===== src/sv/lru_ts_pkg.sv =====
// ----------------------------------------------------------------------------
// lru_ts_pkg
// Shared types, sizes and helpers for the LRU tag store.
// ----------------------------------------------------------------------------
package lru_ts_pkg;

  // store geometry
  localparam int ENTRIES   = 4;
  localparam int KEY_WIDTH = 32;

  // width of the lookup_key and evicted_key fields
  localparam int KEY_FIELD_W = 32;
  // width of the slot field
  localparam int SLOT_FIELD_W = 2;

  // stored tag width: the key field never carries more than 32 bits
  localparam int TAG_W  = (KEY_WIDTH < KEY_FIELD_W) ? KEY_WIDTH : KEY_FIELD_W;
  localparam int SLOT_W = (ENTRIES > 1) ? $clog2(ENTRIES) : 1;
  localparam int RANK_W = SLOT_W;

  // rank held by the least recent entry of a full store
  localparam logic [RANK_W-1:0] RANK_OLDEST = RANK_W'(ENTRIES - 1);
  localparam logic [RANK_W-1:0] RANK_NEWEST = '0;

  typedef enum logic {
    OP_LOOKUP = 1'b0,
    OP_CLEAR  = 1'b1
  } op_t;

  typedef logic [TAG_W-1:0]   tag_t;
  typedef logic [SLOT_W-1:0]  slot_idx_t;
  typedef logic [RANK_W-1:0]  rank_t;
  typedef logic [ENTRIES-1:0] entry_vec_t;

  typedef struct packed {
    op_t                    operation;
    logic [KEY_FIELD_W-1:0] lookup_key;
  } in_item_t;

  typedef struct packed {
    logic                    hit;
    logic [SLOT_FIELD_W-1:0] slot;
    logic                    fresh_value;
    logic                    evicted;
    logic [KEY_FIELD_W-1:0]  evicted_key;
  } out_item_t;

  // index of the lowest set bit, zero when none is set
  function automatic slot_idx_t first_set(entry_vec_t vec);
    slot_idx_t idx;
    idx = '0;
    for (int i = ENTRIES - 1; i >= 0; i--) begin
      if (vec[i]) begin
        idx = SLOT_W'(i);
      end
    end
    return idx;
  endfunction

  // slot index as carried in the result field
  function automatic logic [SLOT_FIELD_W-1:0] slot_field(slot_idx_t idx);
    logic [31:0] wide;
    wide = 32'(idx);
    return wide[SLOT_FIELD_W-1:0];
  endfunction

  // stored tag widened to the key field
  function automatic logic [KEY_FIELD_W-1:0] key_field(tag_t tag);
    return KEY_FIELD_W'(tag);
  endfunction

endpackage


===== src/sv/lru_tag_store.sv =====
// ----------------------------------------------------------------------------
// lru_tag_store
// Fully associative tag store with least-recently-used replacement.
// ----------------------------------------------------------------------------
//
//   channel | ports                        | beat carries
//   --------+------------------------------+-----------------------------------
//   input   | in_valid, in_ready, in_data  | operation, lookup_key
//   result  | out_valid, out_ready, out_data| hit, slot, fresh_value, evicted,
//           |                              | evicted_key
//
// one beat in, one beat out; a new beat can be taken every cycle unless the result is stalled
// a beat passes through the input register, then the result register
// tag compare, rank update and victim pick all sit in the single stage
// between those two registers, so the state is ready for the next beat
// reset (rst_n low, synchronous) empties the store and both registers
// a stalled result holds the stage behind it; in_ready then drops once the input register holds a beat
//
module lru_tag_store (
  input  logic                  clk,
  input  logic                  rst_n,
  input  logic                  in_valid,
  output logic                  in_ready,
  input  lru_ts_pkg::in_item_t  in_data,
  output logic                  out_valid,
  input  logic                  out_ready,
  output lru_ts_pkg::out_item_t out_data
);

  // input register
  logic                 s1_valid_r;
  logic                 s1_valid_nxt;
  lru_ts_pkg::in_item_t s1_data_r;

  // result register
  logic                  out_valid_r;
  logic                  out_valid_nxt;
  lru_ts_pkg::out_item_t out_data_r;
  lru_ts_pkg::out_item_t out_data_nxt;

  // store state
  lru_ts_pkg::entry_vec_t valid_r;
  lru_ts_pkg::entry_vec_t valid_nxt;
  lru_ts_pkg::rank_t      rank_r   [lru_ts_pkg::ENTRIES];
  lru_ts_pkg::rank_t      rank_nxt [lru_ts_pkg::ENTRIES];
  lru_ts_pkg::tag_t       tag_r    [lru_ts_pkg::ENTRIES];
  lru_ts_pkg::tag_t       tag_nxt  [lru_ts_pkg::ENTRIES];

  // lookup stage
  logic                   s1_adv;
  logic                   is_clear;
  lru_ts_pkg::tag_t       key_tag;
  lru_ts_pkg::entry_vec_t match_vec;
  lru_ts_pkg::entry_vec_t free_vec;
  lru_ts_pkg::entry_vec_t oldest_vec;
  logic                   is_hit;
  logic                   is_full;
  lru_ts_pkg::slot_idx_t  hit_idx;
  lru_ts_pkg::slot_idx_t  free_idx;
  lru_ts_pkg::slot_idx_t  vic_idx;
  lru_ts_pkg::slot_idx_t  tgt_idx;
  lru_ts_pkg::rank_t      hit_rank;

  // the lookup stage moves on when the result register is free or drains
  assign s1_adv   = s1_valid_r && (!out_valid_r || out_ready);
  assign in_ready = !s1_valid_r || s1_adv;

  assign out_valid = out_valid_r;
  assign out_data  = out_data_r;

  assign is_clear = (s1_data_r.operation == lru_ts_pkg::OP_CLEAR);
  // upper key bits beyond the tag width are ignored
  assign key_tag  = s1_data_r.lookup_key[lru_ts_pkg::TAG_W-1:0];

  // per-entry compares, all in parallel
  always_comb begin
    for (int i = 0; i < lru_ts_pkg::ENTRIES; i++) begin
      match_vec[i]  = valid_r[i] && (tag_r[i] == key_tag);
      free_vec[i]   = !valid_r[i];
      // ranks of a full store form a permutation, so the oldest is unique
      oldest_vec[i] = (rank_r[i] == lru_ts_pkg::RANK_OLDEST);
    end
  end

  assign is_hit   = |match_vec;
  assign is_full  = &valid_r;
  assign hit_idx  = lru_ts_pkg::first_set(match_vec);
  assign free_idx = lru_ts_pkg::first_set(free_vec);
  assign vic_idx  = lru_ts_pkg::first_set(oldest_vec);
  assign hit_rank = rank_r[hit_idx];

  // slot that ends up holding the key: matching one, else victim or lowest free
  always_comb begin
    priority if (is_hit) begin
      tgt_idx = hit_idx;
    end else if (is_full) begin
      tgt_idx = vic_idx;
    end else begin
      tgt_idx = free_idx;
    end
  end

  // next store state
  always_comb begin
    valid_nxt = valid_r;
    for (int i = 0; i < lru_ts_pkg::ENTRIES; i++) begin
      rank_nxt[i] = rank_r[i];
      tag_nxt[i]  = tag_r[i];
    end
    if (s1_adv) begin
      if (is_clear) begin
        valid_nxt = '0;
        for (int i = 0; i < lru_ts_pkg::ENTRIES; i++) begin
          rank_nxt[i] = lru_ts_pkg::RANK_NEWEST;
        end
      end else begin
        valid_nxt[tgt_idx] = 1'b1;
        for (int i = 0; i < lru_ts_pkg::ENTRIES; i++) begin
          if (tgt_idx == lru_ts_pkg::SLOT_W'(i)) begin
            rank_nxt[i] = lru_ts_pkg::RANK_NEWEST;
            // a miss writes its key into the chosen slot
            if (!is_hit) begin
              tag_nxt[i] = key_tag;
            end
          end else if (valid_r[i] && (!is_hit || (rank_r[i] < hit_rank))) begin
            // on a hit only the entries newer than the hit one age
            rank_nxt[i] = rank_r[i] + lru_ts_pkg::RANK_W'(1);
          end
        end
      end
    end
  end

  // result beat
  always_comb begin
    out_data_nxt = '0;
    if (!is_clear) begin
      out_data_nxt.slot = lru_ts_pkg::slot_field(tgt_idx);
      if (is_hit) begin
        out_data_nxt.hit = 1'b1;
      end else begin
        out_data_nxt.fresh_value = 1'b1;
        if (is_full) begin
          out_data_nxt.evicted     = 1'b1;
          out_data_nxt.evicted_key = lru_ts_pkg::key_field(tag_r[vic_idx]);
        end
      end
    end
  end

  always_comb begin
    s1_valid_nxt = s1_valid_r;
    if (in_ready) begin
      s1_valid_nxt = in_valid;
    end
    out_valid_nxt = out_valid_r;
    if (s1_adv) begin
      out_valid_nxt = 1'b1;
    end else if (out_ready) begin
      out_valid_nxt = 1'b0;
    end
  end

  // control state
  always_ff @(posedge clk) begin
    if (!rst_n) begin
      s1_valid_r  <= 1'b0;
      out_valid_r <= 1'b0;
      valid_r     <= '0;
      for (int i = 0; i < lru_ts_pkg::ENTRIES; i++) begin
        rank_r[i] <= lru_ts_pkg::RANK_NEWEST;
      end
    end else begin
      s1_valid_r  <= s1_valid_nxt;
      out_valid_r <= out_valid_nxt;
      valid_r     <= valid_nxt;
      for (int i = 0; i < lru_ts_pkg::ENTRIES; i++) begin
        rank_r[i] <= rank_nxt[i];
      end
    end
  end

  // payload, no reset
  always_ff @(posedge clk) begin
    if (in_valid && in_ready) begin
      s1_data_r <= in_data;
    end
    if (s1_adv) begin
      out_data_r <= out_data_nxt;
    end
    for (int i = 0; i < lru_ts_pkg::ENTRIES; i++) begin
      tag_r[i] <= tag_nxt[i];
    end
  end

  // a clear beat leaves the store empty
  a_clear_empties: assert property (@(posedge clk) disable iff (!rst_n)
    (s1_adv && is_clear) |=> (valid_r == '0))
    else $error("store not empty after clear");

  // a lookup always leaves at least one entry valid
  a_lookup_fills: assert property (@(posedge clk) disable iff (!rst_n)
    (s1_adv && !is_clear) |=> (valid_r != '0))
    else $error("store empty after lookup");

  // an eviction only happens on a miss that installs a fresh entry
  a_evict_on_miss: assert property (@(posedge clk) disable iff (!rst_n)
    (out_valid_r && out_data_r.evicted) |-> (out_data_r.fresh_value && !out_data_r.hit))
    else $error("eviction reported without a fresh miss");

endmodule

===== config.mk =====
export PLATFORM = sky130hd
export DESIGN_NAME = lru_tag_store
export DESIGN_NICKNAME = d
export VERILOG_FILES = /design/src/sv/lru_ts_pkg.sv /design/src/sv/lru_tag_store.sv
export SDC_FILE = /design/constraint.sdc
export NUM_CORES = 1
export LEC_CHECK = 0
export BUFFER_PORTS_ARGS = -buffer_cell sky130_fd_sc_hd__clkbuf_2
export CAP_MARGIN = 40
export CORE_ASPECT_RATIO = 0.5
export CORE_UTILIZATION = 50
export DETAILED_ROUTE_END_ITERATION = 16
export GPL_ROUTABILITY_DRIVEN = 0
export GPL_TIMING_DRIVEN = 1
export PLACE_DENSITY_LB_ADDON = 0.12
export SETUP_SLACK_MARGIN = 0.1
export SLEW_MARGIN = 20
export SYNTH_ARGS = -nofsm -noshare
export SYNTH_HDL_FRONTEND = slang
export SYNTH_SLANG_ARGS = --single-unit

===== constraint.sdc =====
create_clock -name clk -period 7.1 [get_ports clk]
set_input_delay 1.42 -clock clk [delete_from_list [all_inputs] [get_ports clk]]
set_output_delay 1.42 -clock clk [all_outputs]
set_load 0.05 [all_outputs]

* Yosys cells after proc, flatten, opt, wreduce, memory -nomap -nowiden *
Memories as Yosys holds them, arrays and structs flattened.
Cells that the tools add are included.

storage, ports and cells
  input bits = 37
  memories = 2
  register bits after elaboration = 76
  output and inout port bits = 39
  memory bits (read-only) = 0
  latch bits = 0
  RAM bits = 136

operators by class
  div/mod/pow operators = 0
  bitwise logic cells = 6
  magnitude comparators = 6
  multiply operators = 0
  add/subtract/negate cells = 4
  eq/ne operators = 11
  mux-type cells = 48
  reductions and logical operators = 26
  shift operators = 0

memory list
  name    depth  width  rd ports  clocked after memory_dff  write ports  line                 text
  tag_r   4      32     5         0                         4            lru_tag_store.sv:46  lru_ts_pkg::tag_t tag_r [lru_ts_pkg::ENTRIES];
  rank_r  4      2      5         0                         4            lru_tag_store.sv:44  lru_ts_pkg::rank_t rank_r [lru_ts_pkg::ENTRIES];

operators by type and width
  kind                 count
  $mux 128             2
  $mux 32              8
  $eq 32x32->1         4
  $mux 2               26
  $mux 34              1
  $mux 33              1
  $mux 8               2
  $eq 2x2->1 const B   6
  $logic_and 1x1->1    11
  $add 2x1->2 const B  4
  $lt 2x2->1           4
  $logic_or 1x1->1     6
  $mux 1               6
  $reduce_or 6->1      1
  $reduce_or 5->1      1
  $mux 4               1
  $or 1x1->1           4
  $or 4x4->4           1
  $reduce_and 4->1     1
  $reduce_or 4->1      1
  $logic_not 1->1      3
  $lt 2x3->1 const B   1
  $demux 1 s2          1
  $eq 2x1->1 const B   1
  4 further kinds      4

* Logic depth before layout (Yosys ltp) *
Gate-level depths: netlist (run 1).
An unclocked memory read counts as a cell.

  depth in word-level cells = 15
  gate-level depth with buffers = 11
  gate-level depth less buffers = 11

* Worst setup path before layout (run 1) *
Ideal clock, no wire load.

  path kind = input -> register
  start point = input port out_ready
  end point = memory tag_r[0][0] (netlist name), enable pin
  arrival time = 4.892 ns
  required time = 6.668 ns
  path slack = 1.776 ns
  setup time = 0.432 ns
  buffers on the path = 1
  stages = 6
  cells stage by stage = nor2b_1 > nand2b_1 > inv_1 > clkbuf_1 > nand2_1 > a21oi_1

RTL lines
  what                line                 text
  start: declaration  lru_tag_store.sv:26  input logic out_ready,
  end: declaration    lru_tag_store.sv:46

==> results.md, run 1 <==
- Vias: 6374
- Initial antenna violation count: 0
- Core Util, Final: 0.590
- NetSw: 0.593 mW
- Cell taking the most area after synthesis: edfxtp_1
- Slew @ Worst Pin: 0.856 ns
- Worst Setup End Kind: flop
- Worst hold path type: reg -> reg
- Drt pass-1 iters: 7
- Final hold violations: 0
- CTS tree: yes
- P_leak: 3.66 nW
- Layout cell share with drive strength beyond 1: 0.161
- Cell with the most instances after synthesis: edfxtp_1
- Max Slew Vio Count: 0
- DRC Markers: 0
- Crit Path Class: reg -> reg
- Cell Area, Synth: 0.00968 mm²
- Gate power share: 0.057
- Max-cap violations: 0
- Drt wl/cell: 23.9 µm
- Crit path DAT: 3.92 ns
- Antenna-violating nets left: 0
- Sequential-to-total area share from yosys stat: 0.643
- Grt ovf: 0
- Crit start category: flop
- CTS root buf: clkbuf_16
- # resized after CTS: 0
- Fmax: 263 MHz
- Rows: 35
- PD cells: 237 mW/mm²
- Sw Share: 0.227
- Tmin final: 3.80 ns
- Setup TNS: 0 ns
- GR met2 Demand/Resource: 0.366
- Yosys warning count: 0
- Gr busiest metal: met1
- Clock tree sinks: 212
- RSZ-0062 raised after global routing: no
- Synth top area share: 0.614
- Die W: 199 µm
- Nets: 836
- R2R depth: 7
- Post-Place Cells: 1031
- Starting Density: 0.518
- Layout area overhead: 14.0%
- Clock power share: 0.394
- Postcts setup bufs: 0
- Worst Path Max Fanout: 32
- Gr usage total: 0.261
- Clock tree buffer depth: 3
- Hpwl dp: 17200 µm
- Synth async-reset ratio: 0
- Via/cell ratio: 5.97
- Detailed Route Iter0 Violations: 571
- Port Buffers: 75
- Die area: 0.0200 mm²
- # IOs: 76
- Area contributors post-synth: edfxtp_1 61%, xnor2_1 7.7%, a211oi_1 5.2%, xor2_1 3.7%, dfxtp_1 2.9%
- Met1 GRT Util: 0.410
- Die height: 100 µm
- Ys flop type: edfxtp_1
- Worst slew margin: 0.425
- Period utilisation layout: 0.535
- M3 GR Usage: 0.0548
- Mapped Avg Cell Area: 13.5 µm²
- Cts bufs inserted: 20
- Clock Skew: 0.0281 ns
- Outcome: completed
- Cell variety after synth: 55
- CTS Hold Buffers Added: 0
- Vias in the first global route: 5942
- Largest net degree at the start of global routing: 66
- Post-synth EDFFs: 198
- First-pass GRT wire length: 37600 µm
- Critical Path RT: 7.22 ns
- Final Non-Filler Cells: 1067
- WL final: 25500 µm
- Internal: 2.02 mW
- Hold-critical path depth: 1
- Clock Latency Late Sink: 0.51 ns
- ANT cells: 0
- Finish-stage setup viols: 0
- Synth cell count leaders: 198 x edfxtp_1, 85 x xnor2_1, 67 x a211oi_1, 41 x xor2_1, 37 x nor2b_1
- Reg power frac: 0.549
- Peak VDD IR: 0.000133 V
- Syn_nets: 761
- H-tree depth: 1
- Core region area: 0.0187 mm²
- Post-synthesis instance total: 720
- Yosys reg bits: 212
- Clock transition at the registers of the reported paths: 0.06 ns
[state kept, by name (all words and copies together) (netlist names)]
signal and cells:
valid_r 4, tag_r 128, key_tag 32, out_data 37, rank_r 8, out_valid 1
s1_valid_r 1, is_clear 1
[cells by family after synthesis]
family | Yosys count | synth area share
compound gates | 151 | 0.112
xor+xnor | 126 | 0.114
fa+ha+maj | 4 | 0.00517
buf+inv | 45 | 0.0183
flops | 212 | 0.643
mux | 8 | 0.00827
simple gates | 174 | 0.0992
[layout make-up]
class | count | area [µm²]
Clock inverter | 12 | 80.1
Tap cell | 259 | 324
Fill cell | 1493 | 7660
Clock buffer | 23 | 533
Timing Repair Buffer | 86 | 495
Multi-Input combinational cell | 463 | 3330
Sequential cell | 212 | 6230
Inverter | 12 | 45.0
[worst paths after layout]
kind                    from            to  slack, ns
setup / recovery  key_tag[1]  tag_r[2][10]       3.30
hold / removal    s1_valid_r     out_valid       0.53
setup reg to reg  key_tag[1]  tag_r[2][10]       3.30
hold reg to reg   s1_valid_r     out_valid       0.53
[stage by stage]
step	setup slack [ns]	hold slack (ns)	total power, mW	area [µm²]
floorplan	1.78	0.480	1.55	9680
global placement	3.05	0.501	1.61	10400
detailed placement	3.07	0.513	1.61	10400
CTS	3.41	0.529	2.63	11000
global route	3.15	0.550	2.70	11000
finish	3.30	0.526	2.62	11000
[worst max-delay path: stages, from the launching register on]
cell	delay, ns
edfxtp_1	0.55
xor2_1	0.23
nor4_1	0.34
nand3_1	0.32
nor4_4	0.80
o21ai_0	0.49
nor2_2	0.18
buf_4	0.49
[power by group through the flow]
stage	clock network, mW	registers [mW]	logic, mW
after CTS	1.04	1.44	0.149
after global routing	1.10	1.44	0.159
after detailed placement	0	1.46	0.148
after floorplan	0	1.48	0.0699
final	1.03	1.44	0.149
after global placement	0	1.46	0.148
[routing by layer]
metal | vias up | part of all wire
met2 | 291 | 0.42
li1 | 2918 | -
met1 | 3131 | 0.48
met5 | - | 0
met3 | 34 | 0.079
met4 | 0 | 0.022
[cell usage in the layout (no fill, tap or decap), types with 3 or more instances in the layout]
master / instances
o21ai_0: 3
nor2b_1: 37
o22ai_1: 33
ha_1: 4
xor2_1: 41
clkinv_1: 6
a22oi_1: 4
a41o_1: 3
or4_1: 3
nand3_1: 10
a21oi_1: 11
nand2_1: 27
nor4_1: 13
clkinv_2: 4
o21ai_1: 4
buf_12: 3
nor2_1: 27
nor3_1: 8
and3_1: 3
edfxtp_1: 198
nand2b_1: 4
buf_4: 8
nand4_1: 24
dfxtp_1: 14
clkbuf_16: 21
a211oi_1: 67
inv_1: 11
clkbuf_2: 75
mux2i_1: 8
a31oi_1: 3
xnor2_1: 85
No activity file was read; power rests on OpenSTA's default activity.
==> inputs of run 2 (changes only) <==
--- a/config.mk
+++ b/config.mk
@@ -5,6 +5,7 @@
 export SDC_FILE = /design/constraint.sdc
 export NUM_CORES = 1
 export LEC_CHECK = 0
+export ABC_AREA = 1
 export BUFFER_PORTS_ARGS = -buffer_cell sky130_fd_sc_hd__clkbuf_2
 export CAP_MARGIN = 40
 export CORE_ASPECT_RATIO = 0.5
==> constraint.sdc (replaced) <==
create_clock -name clk -period 3.2 [get_ports clk]
set_input_delay 0.64 -clock clk [delete_from_list [all_inputs] [get_ports clk]]
set_output_delay 0.64 -clock clk [all_outputs]
set_load 0.05 [all_outputs]
==> run 2 against run 1 <==
Critical path type unchanged. Worst hold slack worse by 0.23 ns. Sequential cell count is the same. Wire length grew 16%. Highest routed layer unchanged. Count of clock-buffer cells in the layout rose by 2. Core utilization up 2.6 points. Register-to-register slack worse by 3.1 ns. Sequential share of layout area decreased by 5.1 points.
==> results.md, run 2 <==
- Die W: 204 µm (was 199 µm)
- Hold-critical path depth: 1 (unchanged)
- Cell with the most instances after synthesis: nand2_1 (was edfxtp_1)
- Die area: 0.0209 mm² (was 0.0200 mm²)
- Max-cap violations: 0 (unchanged)
- Hpwl dp: 20000 µm (was 17200 µm)
- Cell variety after synth: 38 (was 55)
- Start of the worst register-to-register path: key_tag[2] (was key_tag[1])
- Clock tree sinks: 212 (unchanged)
- Cell taking the most area after synthesis: edfxtp_1 (unchanged)
- Nets: 1249 (was 836)
- CTS root buf: clkbuf_16 (unchanged)
- Cts bufs inserted: 21 (was 20)
- Setup TNS: 0 ns (unchanged)
- H-tree depth: 1 (unchanged)
- CTS Hold Buffers Added: 0 (unchanged)
- Vias in the first global route: 7211 (was 5942)
- Crit start category: flop (unchanged)
- Starting Density: 0.516 (was 0.518)
- Period utilisation layout: 0.948 (was 0.535)
- Sequential-to-total area share from yosys stat: 0.613 (was 0.643)
- Finish-stage setup viols: 0 (unchanged)
- Area contributors post-synth: edfxtp_1 59%, nand2_1 10%, inv_1 4.7%, nor2_1 4.1%, a21oi_1 4.0% (was edfxtp_1 61%, xnor2_1 7.7%, a211oi_1 5.2%, xor2_1 3.7%, dfxtp_1 2.9%)
- Cell Area, Synth: 0.0102 mm² (was 0.00968 mm²)
- Filler instances: 1630 (was 1493)
- Ys flop type: edfxtp_1 (unchanged)
- ANT cells: 0 (unchanged)
- P_leak: 5.01 nW (was 3.66 nW)
- Drt wl/cell: 19.9 µm (was 23.9 µm)
- Crit path from: key_tag[2] (was key_tag[1])
- Worst Hold Path EP: key_tag[21] (was out_valid)
- Worst Path Max Fanout: 8 (was 32)
- Yosys warning count: 0 (unchanged)
- RSZ-0062 raised after global routing: no (unchanged)
- Clock Skew: 0.0264 ns (was 0.0281 ns)
- Rows: 36 (was 35)
- CTS tree: yes (unchanged)
- Critical Path RT: 3.41 ns (was 7.22 ns)
- Vias: 8219 (was 6374)
- Slew @ Worst Pin: 0.573 ns (was 0.856 ns)
- Max Slew Vio Count: 0 (unchanged)
- Final hold violations: 0 (unchanged)
- Worst slew margin: 0.614 (was 0.425)
- Synth async-reset ratio: 0 (unchanged)
- Post-synthesis instance total: 1076 (was 720)
- Layout area overhead: 19.5% (was 14.0%)
- # IOs: 76 (unchanged)
- R2R depth: 15 (was 7)
- Fmax: 330 MHz (was 263 MHz)
- Antenna-violating nets left: 0 (unchanged)
- WL final: 29500 µm (was 25500 µm)
- Initial antenna violation count: 0 (unchanged)
- Worst hold path type: in -> reg (was reg -> reg)
- Clock tree buffer depth: 3 (unchanged)
- Hold path startpoint: in_data[21] (was s1_valid_r)
- Synth top area share: 0.586 (was 0.614)
- Gr usage total: 0.276 (was 0.261)
- Most frequent cells in the layout: 280 x nand2_1, 198 x edfxtp_1, 125 x inv_1 (was 198 x edfxtp_1, 85 x xnor2_1, 75 x clkbuf_2)
- Tmin final: 3.03 ns (was 3.80 ns)
- Detailed Route Iter0 Violations: 1045 (was 571)
- PD cells: 483 mW/mm² (was 237 mW/mm²)
- Syn_nets: 1117 (was 761)
- Clock transition at the registers of the reported paths: 0.07 ns (was 0.06 ns)
- Largest net degree at the start of global routing: 62 (was 66)
- DRC Markers: 0 (unchanged)
- First-pass GRT wire length: 42600 µm (was 37600 µm)
- Outcome: completed (unchanged)
- R2R Path End: tag_r[3][28] (was tag_r[2][10])
- Port Buffers: 75 (unchanged)
- R2R setup slack: 0.17 ns (was 3.30 ns)
- Synth cell count leaders: 283 x nand2_1, 198 x edfxtp_1, 128 x inv_1, 111 x nor2_1, 82 x a21oi_1 (was 198 x edfxtp_1, 85 x xnor2_1, 67 x a211oi_1, 41 x xor2_1, 37 x nor2b_1)
- Drt pass-1 iters: 5 (was 7)
- Final Power: 5.86 mW (was 2.62 mW)
- Worst Setup End Kind: flop (unchanged)
- Max FFs per register: 128 (unchanged)
- Core region area: 0.0197 mm² (was 0.0187 mm²)
- Mapped Avg Cell Area: 9.44 µm² (was 13.5 µm²)
- Peak VDD IR: 0.000285 V (was 0.000133 V)
- Die height: 103 µm (was 100 µm)
- Layout cell share with drive strength beyond 1: 0.192 (was 0.161)
- Grt ovf: 0 (unchanged)
- Yosys reg bits: 212 (unchanged)
- Clock Latency Late Sink: 0.52 ns (was 0.51 ns)
- Crit Path Class: reg -> reg (unchanged)
- Top reg by flops: tag_r (unchanged)
- Via/cell ratio: 5.52 (was 5.97)
- Crit path DAT: 3.24 ns (was 3.92 ns)
- Most common cell after layout, fill and taps aside: nand2_1 (was edfxtp_1)
- Post-synth EDFFs: 198 (unchanged)
## run 2: cell type report
class                      count  area [µm²]  area share
inverter                     150         566      0.0466
tap                          266         333      0.0274
multi-input combinational    687        3390       0.280
sequential                   212        6230       0.513
timing repair buffer         136        1010      0.0833
clock buffer                  25         541      0.0445
clock inverter                12        67.6     0.00557
## run 2: cell families (layout without fill, tap and decap cells)
family | Yosys count | in the layout | share of synthesized area
fa+ha+maj | 4 | 4 | 0.00493
xor+xnor | 29 | 29 | 0.0250
compound gates | 183 | 183 | 0.0950
flops | 212 | 212 | 0.613
buf+inv | 177 | 323 | 0.0667
simple gates | 471 | 471 | 0.195
## run 2: how the worst max path moves through the flow
stage / endpoint / slack, ns / cells past startpoint
5_1_grt: tag_r[2][10] / 0.06 / 20
2_1_floorplan: tag_r[1][0] / 0.17 / 14
4_1_cts: tag_r[3][10] / 0.13 / 14
6_report: tag_r[3][28] / 0.17 / 15
3_5_place_dp: tag_r[3][2] / -0.28 / 14
3_3_place_gp: tag_r[2][5] / -0.21 / 16
## run 2: metrics by stage
stage / instances / worst slack (ns) / hold slack, ns / area, µm² / util
after floorplan: 1076 / 0.168 / 0.461 / 10200 / -
after global placement: 1410 / -0.212 / 0.473 / 11000 / 0.560
after detailed placement: 1410 / -0.279 / 0.488 / 11000 / 0.560
after CTS: 1448 / 0.128 / 0.288 / 11600 / 0.592
after global routing: 1488 / 0.0562 / 0.283 / 12100 / 0.617
final: 1488 / 0.166 / 0.292 / 12100 / 0.617
## run 2: repair_timing
item	CTS	global route
buffers inserted	1	36
pin swaps	0	10
resized for setup	3	30
setup endpoints to repair	137	130
cloned	0	4
## run 2: worst max-delay path, cell delays in order (launching register included)
cell       delay (ns)
edfxtp_1         0.45
inv_1            0.25
o22ai_1          0.17
nor2_1           0.12
nand2_1          0.06
nor2_1           0.23
nand3_1          0.21
o21ai_2          0.17
nor2_4           0.10
o211ai_2         0.09
nand2_4          0.10
inv_4            0.09
nand4_1          0.15
nor2_4           0.19
buf_12           0.16
clkbuf_16        0.18
## run 2: routing by layer
metal,GRT usage,wire (µm)
met5,0,0
met4,0.0578,484
met3,0.0619,3310
met2,0.407,12400
met1,0.418,13300
## run 2: power by group
group	switching, mW	internal (mW)
combinational	0.283	0.134
sequential	0.0683	3.10
clock	1.06	1.21
total	1.41	4.45
